==> src/hashed_match_or_store_table_assert.svh <==
// assertion macros shared by the table and its remainder unit
// both expect clk and rst_n in scope
`ifndef HASHED_MATCH_OR_STORE_TABLE_ASSERT_SVH
`define HASHED_MATCH_OR_STORE_TABLE_ASSERT_SVH

`ifndef SYNTHESIS
// same-cycle implication
`define HMST_ASSERT(lbl, ante, cons, msg) \
  lbl: assert property (@(posedge clk) disable iff (!rst_n) (ante) |-> (cons)) else $error(msg);
// next-cycle implication
`define HMST_ASSERT_NEXT(lbl, ante, cons, msg) \
  lbl: assert property (@(posedge clk) disable iff (!rst_n) (ante) |=> (cons)) else $error(msg);
`else
`define HMST_ASSERT(lbl, ante, cons, msg)
`define HMST_ASSERT_NEXT(lbl, ante, cons, msg)
`endif

`endif

==> src/hmst_pkg.sv <==
package hmst_pkg;

  localparam int LETTER_W    = 5;
  localparam int NUM_LETTERS = 5;
  localparam int KEY_W       = LETTER_W * NUM_LETTERS;
  localparam int HASH_W      = 25;
  localparam int TAG_W       = 16;
  localparam int CNT_W       = 11;
  localparam int LEN_W       = 3;
  localparam int HASH_BASE   = 29;
  localparam int KEY_LETTERS = 5;
  localparam int CNT_RESET   = 1024;

  localparam int BUCKETS_DEF = 1024;
  localparam int SLOTS_DEF   = 10;

  // longest key actually used
  localparam logic [LEN_W-1:0] LEN_CAP =
    LEN_W'((KEY_LETTERS < NUM_LETTERS) ? KEY_LETTERS : NUM_LETTERS);

  typedef struct packed {
    logic [LETTER_W-1:0] letter_0;
    logic [LETTER_W-1:0] letter_1;
    logic [LETTER_W-1:0] letter_2;
    logic [LETTER_W-1:0] letter_3;
    logic [LETTER_W-1:0] letter_4;
    logic [LEN_W-1:0]    key_length;
    logic [TAG_W-1:0]    entry_tag;
  } in_item_t;

  typedef struct packed {
    logic             found;
    logic [TAG_W-1:0] matched_tag;
    logic             dropped;
  } out_item_t;

  typedef struct packed {
    logic             valid;
    logic [KEY_W-1:0] key;
    logic [TAG_W-1:0] tag;
  } slot_entry_t;

endpackage

==> src/hmst_rem_unit.sv <==
`include "hashed_match_or_store_table_assert.svh"

// bit-serial restoring remainder, one dividend bit per cycle
module hmst_rem_unit (
  input  logic                      clk,
  input  logic                      rst_n,
  input  logic                      start,
  input  logic [hmst_pkg::HASH_W-1:0] dividend,
  input  logic [hmst_pkg::CNT_W-1:0]  divisor,
  output logic                      done,
  output logic [hmst_pkg::CNT_W-1:0]  rem
);
  import hmst_pkg::*;

  localparam int STEP_W = $clog2(HASH_W);

  logic                busy_r, busy_nxt;
  logic                done_r, done_nxt;
  logic [STEP_W-1:0]   step_r, step_nxt;
  logic [HASH_W-1:0]   num_r, num_nxt;
  logic [CNT_W-1:0]    div_r, div_nxt;
  logic [CNT_W-1:0]    rem_r, rem_nxt;
  logic [CNT_W:0]      trial;

  always_comb begin
    busy_nxt = busy_r;
    done_nxt = 1'b0;
    step_nxt = step_r;
    num_nxt  = num_r;
    div_nxt  = div_r;
    rem_nxt  = rem_r;
    trial    = {rem_r, num_r[HASH_W-1]};
    if (start) begin
      busy_nxt = 1'b1;
      step_nxt = STEP_W'(HASH_W - 1);
      num_nxt  = dividend;
      div_nxt  = divisor;
      rem_nxt  = '0;
    end else if (busy_r) begin
      // remainder stays below the divisor, so one subtract is enough
      if (trial >= {1'b0, div_r}) begin
        rem_nxt = CNT_W'(trial - {1'b0, div_r});
      end else begin
        rem_nxt = trial[CNT_W-1:0];
      end
      num_nxt = num_r << 1;
      if (step_r == '0) begin
        busy_nxt = 1'b0;
        done_nxt = 1'b1;
      end else begin
        step_nxt = step_r - 1'b1;
      end
    end
  end

  always_ff @(posedge clk) begin
    if (!rst_n) begin
      busy_r <= 1'b0;
      done_r <= 1'b0;
      step_r <= '0;
    end else begin
      busy_r <= busy_nxt;
      done_r <= done_nxt;
      step_r <= step_nxt;
    end
    num_r <= num_nxt;
    div_r <= div_nxt;
    rem_r <= rem_nxt;
  end

  assign done = done_r;
  assign rem  = rem_r;

  `HMST_ASSERT(a_rem_below_div, busy_r || done_r, rem_r < div_r, "remainder not below divisor")
  `HMST_ASSERT(a_done_not_busy, done_r, !busy_r, "remainder done while still busy")
  `HMST_ASSERT_NEXT(a_start_busy, start, busy_r && step_r == STEP_W'(HASH_W - 1), "start not taken")

endmodule

==> config.mk <==
export PLATFORM = sky130hd
export DESIGN_NAME = hmst_rem_unit
export DESIGN_NICKNAME = d
export VERILOG_FILES = /design/src/hmst_pkg.sv /design/src/hmst_rem_unit.sv
export VERILOG_INCLUDE_DIRS = /design/src /design/src/src
export SDC_FILE = /design/constraint.sdc
export NUM_CORES = 1
export LEC_CHECK = 0
export BUFFER_PORTS_ARGS = -buffer_cell sky130_fd_sc_hd__buf_2
export CAP_MARGIN = 0
export CORE_MARGIN = 2
export CORE_UTILIZATION = 30
export CTS_CLUSTER_DIAMETER = 60
export DETAILED_ROUTE_END_ITERATION = 16
export PLACE_DENSITY = 0.57
export SLEW_MARGIN = 10
export SYNTH_ARGS = -nofsm -noshare
export SYNTH_HDL_FRONTEND = slang
export SYNTH_SLANG_ARGS = --single-unit
==> constraint.sdc <==
create_clock -name clk -period 3.11 [get_ports clk]
set_input_delay 0.1555 -clock clk [delete_from_list [all_inputs] [get_ports clk]]
set_output_delay 0.1555 -clock clk [all_outputs]
set_load 0.05 [all_outputs]
==> flow_summary.toml, run 1 <==
[route]
drt-total-wl_um = 5510
remaining_drc_errors = 0
wl_per_cell_um = 13.7
antenna_left = 0
dr.pass1.iters = 4
route.vias.total = 1956
viasPerCell = 4.85
drt_iter0_markers = 80

[grt]
grt_max_degree = 45
grtUsageMet1_pct = 15.4
track_usage_pct = 11.8
overflow = 0
grt_use_met2_pct = 18.7
grt_pass1_vias = 1955
antenna_found_initial = 0
gr-max-usage-layer = "met2"
use_met3_pct = 4.33
grt_pass1_wl_um = 9420

[run_status]
status = "completed"

[clock_network]
root_buffer = "clkbuf_8"
hold_buffers = 1
cts_repair_resize_count = 0
clk_latency_ns = 0.32
cts_sinks = 54
cts.htree.levels = 2
post_cts_buffers = 0
clock_path_buffers = 2
cts_tree = "built"
cts.clk_slew.worst_paths_ns = 0.11
numCtsBuffers = 5

[power_and_ir_drop]
clkPwrFrac_pct = 27.9
comb_power_share_pct = 16.4
leakagePower_uw = 0.00135
p_seq_share_pct = 55.8
intPower_uw = 1110
switching_share_pct = 27.4
p_total_uw = 1530
ir_drop_mv = 0.205
power_switching_uw = 420
pwr_density_cell_nw_per_um2 = 473

[worst_setup_path]
slowest_delay_ns = 0.40
rr_worst_depth = 9
rr_endpoint = "rem[3]$_SDFFE_PP0P_"
cp.required_ns = 3.33
cp-end-kind = "register"
cpMaxStageDelayCell = "fa_1"
critPathMaxFanout = 8
worstPathArrival_ns = 2.87
critical_path.cell_chain = "inv_1 > ha_1 > fa_1 > nand2b_2 > o2bb2ai_2 > a211o_1 > nand2_1 > mux2_2 > a22o_1"
worst-path-buf-inv = 1
r2r_start = "num_r[24]$_DFFE_PP_"
crit_family = "compound AO/OA/AOI/OAI gates"
r2r_slack_ns = 0.46
cp-start-kind = "register"
critPathKind = "reg2reg"

[die]
die_width_um = 98.9
io_pins = 51
coreArea_um2 = 8720
die_y_um = 98.9
fp.dieArea_um2 = 9780
start_util_pct = 31.0
rows = 34

[logic_synthesis]
synthArstFlopShare_pct = 0
yosys.area.top_type_share_pct = 40.0
synth_largest_area_cell = "edfxtp_1"
syn_inst = 233
yosysWarnings = 0
ys_seq_area_share_pct = 53.3
synth_area_um2 = 2700
synthTopCellsByArea = "edfxtp_1 (40%), dfxtp_1 (13%), mux2_2 (11%), ha_1 (5.6%), a21oi_1 (2.8%)"
synth_nets = 285
synth.distinct_cells = 45
ys.flop_type = "edfxtp_1"
avgSynthCellArea_um2 = 11.6
yosysMostFrequentCell = "edfxtp_1"
synth.ff_latch_count = 54
synth-edff-count = 36
synth.top_cells.by_count = "edfxtp_1 (36), mux2_2 (26), inv_1 (19), dfxtp_1 (18), nor2_1 (17)"

[sta]
post-route-period-util_pct = 85.2
hold_violations = 0
slew_headroom_pct = 35.4
fmax_mhz = 378
fin_setup_tns_ns = 0
finalCriticalPeriod_ns = 2.65
slew_violations = 0
worstMarginPinSlew_ns = 0.967
rsz0062_at_grt = "false"
hold-worst-slack_ns = 0.0151
skew_ns = 0.00965
setup_violations = 0

[worst_hold_path]
hold_path.class = "in2reg"
min_to = "div_r[3]$_DFFE_PP_"
whs_path_depth = 1
hp-start = "divisor[3]"

[finish]
areaGrowthSynthToFinish_pct = 20.0
drive_gt1_share_pct = 31.2
final_area_um2 = 3240
fin_nets = 346
n_antenna_cell = 0

[placement]
io_buffer_count = 50
postPlaceCellArea_um2 = 3080
gp_congestion = 0.866
dpl.hpwl_um = 4000

[run]
maxCapViolations = 0
sequential cells by signal, summed over array words and instances (netlist names):
name    cells
busy_r      1
rem        11
num_r      25
step_r      5
done        1
div_r      11
metal layers:
metal,routed length [um],vias up
met5,0,-
met4,34,0
met3,408,4
met2,2560,55
met1,2510,916
li1,-,981
cell usage in the layout (no fill, tap or decap), drive strengths merged, types with 3 or more instances in the layout:
cell / count
o21a: 6
nor2b: 3
edfxtp: 36
buf: 52
ha: 12
a22o: 3
xnor2: 4
nor3: 6
inv: 21
dfxtp: 18
clkbuf: 5
nand2: 12
o21ai: 14
mux2: 26
nor2: 17
dlygate4sd3: 7
nand2b: 4
a211oi: 4
a21oi: 15
power by group through the flow:
stage               combinational, uW  sequential [uW]  clock [uW]
floorplan                         160              882           0
global placement                  242              871           0
detailed placement                244              872           0
CTS                               247              856         448
global route                      280              862         472
finish                            251              855         427
cell families after synthesis:
family | after synthesis | synth area share (%)
flip-flops | 54 | 53.3
XOR/XNOR | 6 | 1.94
multiplexers | 27 | 11.2
adder cells (fa/ha/maj) | 13 | 6.30
AND/OR/NAND/NOR | 53 | 9.77
buffers and inverters | 24 | 3.61
AO/OA/AOI/OAI | 56 | 13.8
through the flow:
step                      util [%]  setup slack [ns]  instances
after global placement        35.3             0.560        388
after CTS                     36.5             0.458        397
after global routing          37.2             0.305        403
after floorplan                  -             0.311        233
final                         37.2             0.461        403
after detailed placement      35.3             0.492        388
how the worst max path moves through the flow:
| stage | start | endpoint | slack (ns) | depth (start not counted) |
|---|---|---|---|---|
| 2_1_floorplan | rem[0]$_SDFFE_PP0P_ | rem[6]$_SDFFE_PP0P_ | 0.31 | 9 |
| 3_3_place_gp | num_r[24]$_DFFE_PP_ | rem[4]$_SDFFE_PP0P_ | 0.56 | 9 |
| 3_5_place_dp | num_r[24]$_DFFE_PP_ | rem[4]$_SDFFE_PP0P_ | 0.49 | 9 |
| 4_1_cts | num_r[24]$_DFFE_PP_ | rem[4]$_SDFFE_PP0P_ | 0.46 | 9 |
| 5_1_grt | num_r[24]$_DFFE_PP_ | rem[3]$_SDFFE_PP0P_ | 0.31 | 9 |
| 6_report | num_r[24]$_DFFE_PP_ | rem[3]$_SDFFE_PP0P_ | 0.46 | 9 |
final cells by class:
class | instances | area (um2)
Clock buffer | 5 | 68.8
Fill cell | 876 | 5480
Timing Repair Buffer | 59 | 335
Clock inverter | 3 | 26.3
Multi-Input combinational cell | 155 | 1160
Tap cell | 108 | 135
Inverter | 19 | 71.3
Sequential cell | 54 | 1440
No activity file was read; power rests on OpenSTA's default activity.
==> inputs of run 2 (changes only) <==
- BUFFER_PORTS_ARGS: -buffer_cell sky130_fd_sc_hd__buf_2 -> -buffer_cell sky130_fd_sc_hd__buf_4
- HOLD_SLACK_MARGIN: unset -> 0.12
==> run 2 against run 1 <==
  * Sequential share of layout area down 3.1 points
  * Cell area is 7.6% higher
  * Hold slack improved by 0.12 ns
  * Global-route usage fell by 0.34 points
  * Sequential power about the same
  * Cell count increased by 2.5%
  * Clock power up 16%
  * Clock-buffer cell count is the same
  * First-iteration DRC count fell by 14%
  * Critical path depth stayed put
  * Utilization is 2.8 points higher
  * Largest cell class unchanged
  * Largest power group unchanged
==> flow_summary.toml, run 2 (synthesis gave the netlist of run 1 again) <==
[run_status]
status = "completed"

[die]
die_y_um = 98.9
die_width_um = 98.9
coreArea_um2 = 8720
io_pins = 51
rows = 34
start_util_pct = 31.0
fp.dieArea_um2 = 9780

[worst_setup_path]
rr_worst_depth = 9
rr_endpoint = "rem[3]$_SDFFE_PP0P_"
cp.required_ns = 3.32
cp-start-kind = "register"
worstPathArrival_ns = 2.85
critPathMaxFanout = 8
cp-end-kind = "register"
r2r_slack_ns = 0.47
r2r_start = "num_r[24]$_DFFE_PP_"
critPathKind = "reg2reg"

[sta]
post-route-period-util_pct = 84.8
slew_violations = 0
slew_headroom_pct = 56.6
finalCriticalPeriod_ns = 2.64
worstMarginPinSlew_ns = 0.649
hold_violations = 0
fin_setup_tns_ns = 0
setup_violations = 0
skew_ns = 0.0117
fmax_mhz = 379
rsz0062_at_grt = "false"

[finish]
n_antenna_cell = 0
regMostFlops = "num_r"
fin_nets = 356
fill_cells = 867
areaGrowthSynthToFinish_pct = 29.1
drive_gt1_share_pct = 30.2
largest_reg_flops = 25
final_cell_mix = "buf_4 (52), edfxtp_1 (36), mux2_2 (26)"
final_common_cell = "buf_4"

[route]
remaining_drc_errors = 0
viasPerCell = 4.83
wl_per_cell_um = 13.4
antenna_left = 0
route.vias.total = 1996
drt-total-wl_um = 5550
drt_iter0_markers = 69
dr.pass1.iters = 4

[clock_network]
clk_latency_ns = 0.32
clock_path_buffers = 2
root_buffer = "clkbuf_8"
cts_sinks = 54
cts_tree = "built"
cts.clk_slew.worst_paths_ns = 0.11
cts_repair_resize_count = 0
numCtsBuffers = 5
cts.htree.levels = 2

[power_and_ir_drop]
p_seq_share_pct = 52.5
comb_power_share_pct = 17.0
leakagePower_uw = 0.00143
power_switching_uw = 413
switching_share_pct = 25.4
intPower_uw = 1210
clkPwrFrac_pct = 30.5
ir_drop_mv = 0.206
p_total_uw = 1630
pwr_density_cell_nw_per_um2 = 466

[worst_hold_path]
hold_path.class = "in2reg"
min_to = "num_r[15]$_DFFE_PP_"
hp-start = "dividend[15]"
whs_path_depth = 2

[grt]
grtUsageMet1_pct = 15.4
grt_use_met2_pct = 17.7
antenna_found_initial = 0
use_met3_pct = 3.55
grt_max_degree = 26
gr-max-usage-layer = "met2"
grt_pass1_vias = 1890
track_usage_pct = 11.4
overflow = 0
grt_pass1_wl_um = 9080

[placement]
io_buffer_count = 50
dpl.hpwl_um = 3950
gp_congestion = 0.850

[run]
maxCapViolations = 0
[run 2: worst max-delay path, stage by stage, from the launching register on]
cell,delay (ns)
edfxtp_1,0.36
inv_1,0.05
ha_1,0.22
fa_1,0.40
nand2b_2,0.22
o2bb2ai_2,0.15
a211o_1,0.37
nand2_1,0.23
mux2_2,0.36
a22o_1,0.19
[run 2: worst max-delay path by stage]
stage / from / end / cells past startpoint
after CTS: num_r[24]$_DFFE_PP_ / rem[3]$_SDFFE_PP0P_ / 9
after global placement: num_r[24]$_DFFE_PP_ / rem[3]$_SDFFE_PP0P_ / 9
after global routing: num_r[24]$_DFFE_PP_ / rem[3]$_SDFFE_PP0P_ / 9
final: num_r[24]$_DFFE_PP_ / rem[3]$_SDFFE_PP0P_ / 9
after detailed placement: num_r[24]$_DFFE_PP_ / rem[3]$_SDFFE_PP0P_ / 9
after floorplan: rem[0]$_SDFFE_PP0P_ / rem[6]$_SDFFE_PP0P_ / 9
[run 2: metrics by stage]
stage / cell area [um2] / setup slack [ns] / util, % / instances / hold WS, ns
after floorplan: 2700 / 0.311 / - / 233 / 0.254
after global placement: 3200 / 0.556 / 36.7 / 388 / 0.335
after detailed placement: 3200 / 0.519 / 36.7 / 388 / 0.335
after CTS: 3490 / 0.494 / 40.0 / 413 / 0.120
after global routing: 3490 / 0.364 / 40.0 / 413 / 0.122
final: 3490 / 0.473 / 40.0 / 413 / 0.133
[run 2: timing repair]
action | in CTS | in global routing
hold endpoints to repair | 19 | 0
hold buffers | 17 | 0
buffers inserted | 0 | 0
[run 2: layer usage]
metal | part of all wire [%] | vias to the layer above
met5 | 0 | -
met4 | 1.3 | 0
met3 | 5.9 | 7
met2 | 45 | 52
met1 | 48 | 939
li1 | - | 998
[run 2: area by class of cell]
type,instances,area [um2],area share (%)
Timing Repair Buffer,69,561,16.1
Inverter,19,71.3,2.04
Clock buffer,5,68.8,1.97
Multi-Input combinational cell,155,1160,33.4
Sequential cell,54,1440,41.3
Tap cell,108,135,3.87
Clock inverter,3,47.5,1.36
[run 2: power by group through the flow]
stage               sequential, uW  clock [uW]  combinational, uW
global route                   861         537                305
finish                         854         496                277
detailed placement             871           0                260
CTS                            855         518                279
global placement               870           0                259
floorplan                      882           0                160
==> inputs of run 3 (changes only) <==
- ABC_AREA: unset -> 1
- PLACE_DENSITY: 0.57 -> 0.59
- clock period: 3.11 -> 2.41 ns (I/O delays scaled with it)
==> run 3 against run 2 <==
  * Clock power is 27% higher
  * Via count up 33%
  * Clock-buffer cell count unchanged
  * Worst setup slack got worse by 0.17 ns
  * Utilization up 1.2 points
==> flow_summary.toml, run 3 <==
[clock_network]
clk_latency_ns = 0.31
cts.clk_slew.worst_paths_ns = 0.10
numCtsBuffers = 5
clock_path_buffers = 2
cts_sinks = 54
root_buffer = "clkbuf_8"
cts_tree = "built"
cts_repair_resize_count = 0
post_cts_buffers = 0
cts.htree.levels = 2
hold_buffers = 37

[placement]
io_buffer_count = 50
postPlaceCellArea_um2 = 3520
gp_congestion = 0.888
dpl.hpwl_um = 4820
dp.cells = 555

[finish]
largest_reg_flops = 25
fill_cells = 980
n_antenna_cell = 0
fin_nets = 518
drive_gt1_share_pct = 17.8
final_common_cell = "nand2_1"
final_area_um2 = 4010
final_cell_mix = "nand2_1 (148), inv_1 (61), buf_4 (55)"
areaGrowthSynthToFinish_pct = 33.4
regMostFlops = "num_r"
fin_cells = 600
seq_area_um2 = 1440
multi_input_area_um2 = 1240

[sta]
skew_ns = 0.00435
post-route-period-util_pct = 87.5
fmax_mhz = 474
slew_violations = 0
hold_violations = 0
setup_violations = 0
worstMarginPinSlew_ns = 0.469
fin_setup_tns_ns = 0
hold-worst-slack_ns = 0.278
slew_headroom_pct = 68.7
rsz0062_at_grt = "false"
finalCriticalPeriod_ns = 2.11

[logic_synthesis]
synth.ff_latch_count = 54
yosys.area.top_type_share_pct = 36.0
synth_nets = 429
synth-edff-count = 36
synth.distinct_cells = 31
synth.top_cells.by_count = "nand2_1 (148), inv_1 (61), edfxtp_1 (36), nand3_1 (21), dfxtp_1 (18)"
synth_area_um2 = 3000
ys_seq_area_share_pct = 48.0
syn_inst = 377
yosysMostFrequentCell = "nand2_1"
yosysWarnings = 0
synthArstFlopShare_pct = 0
synthTopCellsByArea = "edfxtp_1 (36%), nand2_1 (19%), dfxtp_1 (12%), inv_1 (7.6%), ha_1 (5.0%)"
ys.flop_type = "edfxtp_1"
synth_largest_area_cell = "edfxtp_1"
avgSynthCellArea_um2 = 7.96

[route]
wl_per_cell_um = 11.7
drt-total-wl_um = 7000
dr.pass1.iters = 6
antenna_left = 0
route.vias.total = 2647
remaining_drc_errors = 0
drt_iter0_markers = 118
viasPerCell = 4.41

[grt]
grt_max_degree = 42
grt_pass1_vias = 2649
antenna_found_initial = 0
track_usage_pct = 13.5
grt_pass1_wl_um = 12100
overflow = 0

[worst_setup_path]
cp-end-kind = "register"
cpMaxStageDelayCell = "fa_1"
critPathKind = "reg2reg"
rr_worst_depth = 13
crit_path_frequent_cell = "nand2_1"
crit_family = "simple AND/OR/NAND/NOR gates"
worst-path-buf-inv = 2
r2r_start = "num_r[24]$_DFFE_PP_"
critical_path.cell_chain = "inv_1 > ha_1 > fa_1 > inv_1 > nand2_1 > nand2_1 > nand2_2 > nand2_1 > nand2_2 > nand3_2 > nand2_1 > nand3_2 > o21ai_2"
cp.required_ns = 2.61
critPathMaxFanout = 11
slowest_delay_ns = 0.42
rr_endpoint = "rem[2]$_SDFFE_PP0P_"
cp-start-kind = "register"
r2r_slack_ns = 0.30
worstPathArrival_ns = 2.31

[die]
coreArea_um2 = 9730
die_y_um = 104
die_width_um = 104
start_util_pct = 30.9
fp.dieArea_um2 = 10800
rows = 36
io_pins = 51

[worst_hold_path]
hp-start = "start"
whs_path_depth = 1
hold_path.class = "in2reg"
min_to = "div_r[3]$_DFFE_PP_"

[power_and_ir_drop]
pwr_density_cell_nw_per_um2 = 518
leakagePower_uw = 0.00200
p_total_uw = 2080
ir_drop_mv = 0.216

[run_status]
status = "completed"

[run]
maxCapViolations = 0
==> run 3: cell types whose count changed after synthesis, moves of 4 or more <==
cell / previous run / this run
xnor2_1: 4 / 0
mux2_2: 26 / 0
a21oi_1: 15 / 7
inv_1: 19 / 61
nor2_1: 17 / 11
nand3_2: 0 / 8
nand2_1: 12 / 148
nand3_1: 2 / 21
nand2_2: 0 / 7
o21ai_0: 14 / 3
nand4_1: 2 / 14
o21a_1: 6 / 0
==> run 3: how the worst max path moves through the flow <==
stage                              startpoint                  end  slack [ns]  depth (start not counted)
after floorplan           rem[0]$_SDFFE_PP0P_  rem[2]$_SDFFE_PP0P_        0.24                         13
after global routing      num_r[24]$_DFFE_PP_  rem[8]$_SDFFE_PP0P_        0.12                         13
final                     num_r[24]$_DFFE_PP_  rem[2]$_SDFFE_PP0P_        0.30                         13
after detailed placement  num_r[24]$_DFFE_PP_  rem[2]$_SDFFE_PP0P_        0.33                         13
after CTS                 num_r[24]$_DFFE_PP_  rem[2]$_SDFFE_PP0P_        0.32                         13
after global placement    num_r[24]$_DFFE_PP_  rem[2]$_SDFFE_PP0P_        0.42                         13
==> run 3: per-layer routing <==
layer,track usage [%],vias to the layer above,part of all wire [%]
li1,-,1367,-
met5,0,-,0
met1,16.2,1217,45
met4,2.90,0,0.90
met3,2.51,8,3.5
met2,25.0,55,50
==> run 3: where the power goes <==
group | internal (uW) | switching [uW]
Clock | 311 | 318
Sequential | 1070 | 23.4
Combinational | 163 | 193
==> run 3: cell type report <==
type                            instances  share of cell area, %
Clock inverter                          3                   1.06
Timing Repair Buffer                   93                   20.1
Clock buffer                            5                   1.72
Sequential cell                        54                   36.0
Multi-Input combinational cell        248                   31.0
Tap cell                              133                   4.15
Inverter                               64                   6.00
==> run 3: worst register-to-register path, delay by kind of cell, from the launching register on <==
family | cells | cell delay, ns
simple gates | 8 | 0.81
compound gates | 1 | 0.05
buf+inv | 2 | 0.17
fa+ha+maj | 2 | 0.64
flops | 1 | 0.34
==> run 3: stage by stage <==
stage	setup slack, ns	util (%)
after floorplan	0.236	-
after global placement	0.416	36.2
after detailed placement	0.333	36.2
after CTS	0.323	41.2
after global routing	0.116	41.2
final	0.301	41.2
==> run 3: kinds of logic (layout without fill, tap and decap cells) <==
kind of cell	Yosys count	after routing	synth area share, %
flops	54	54	48.0
buf+inv	75	165	10.6
simple gates	216	216	31.8
compound gates	16	16	3.00
fa+ha+maj	13	13	5.67
xor+xnor	3	3	0.876
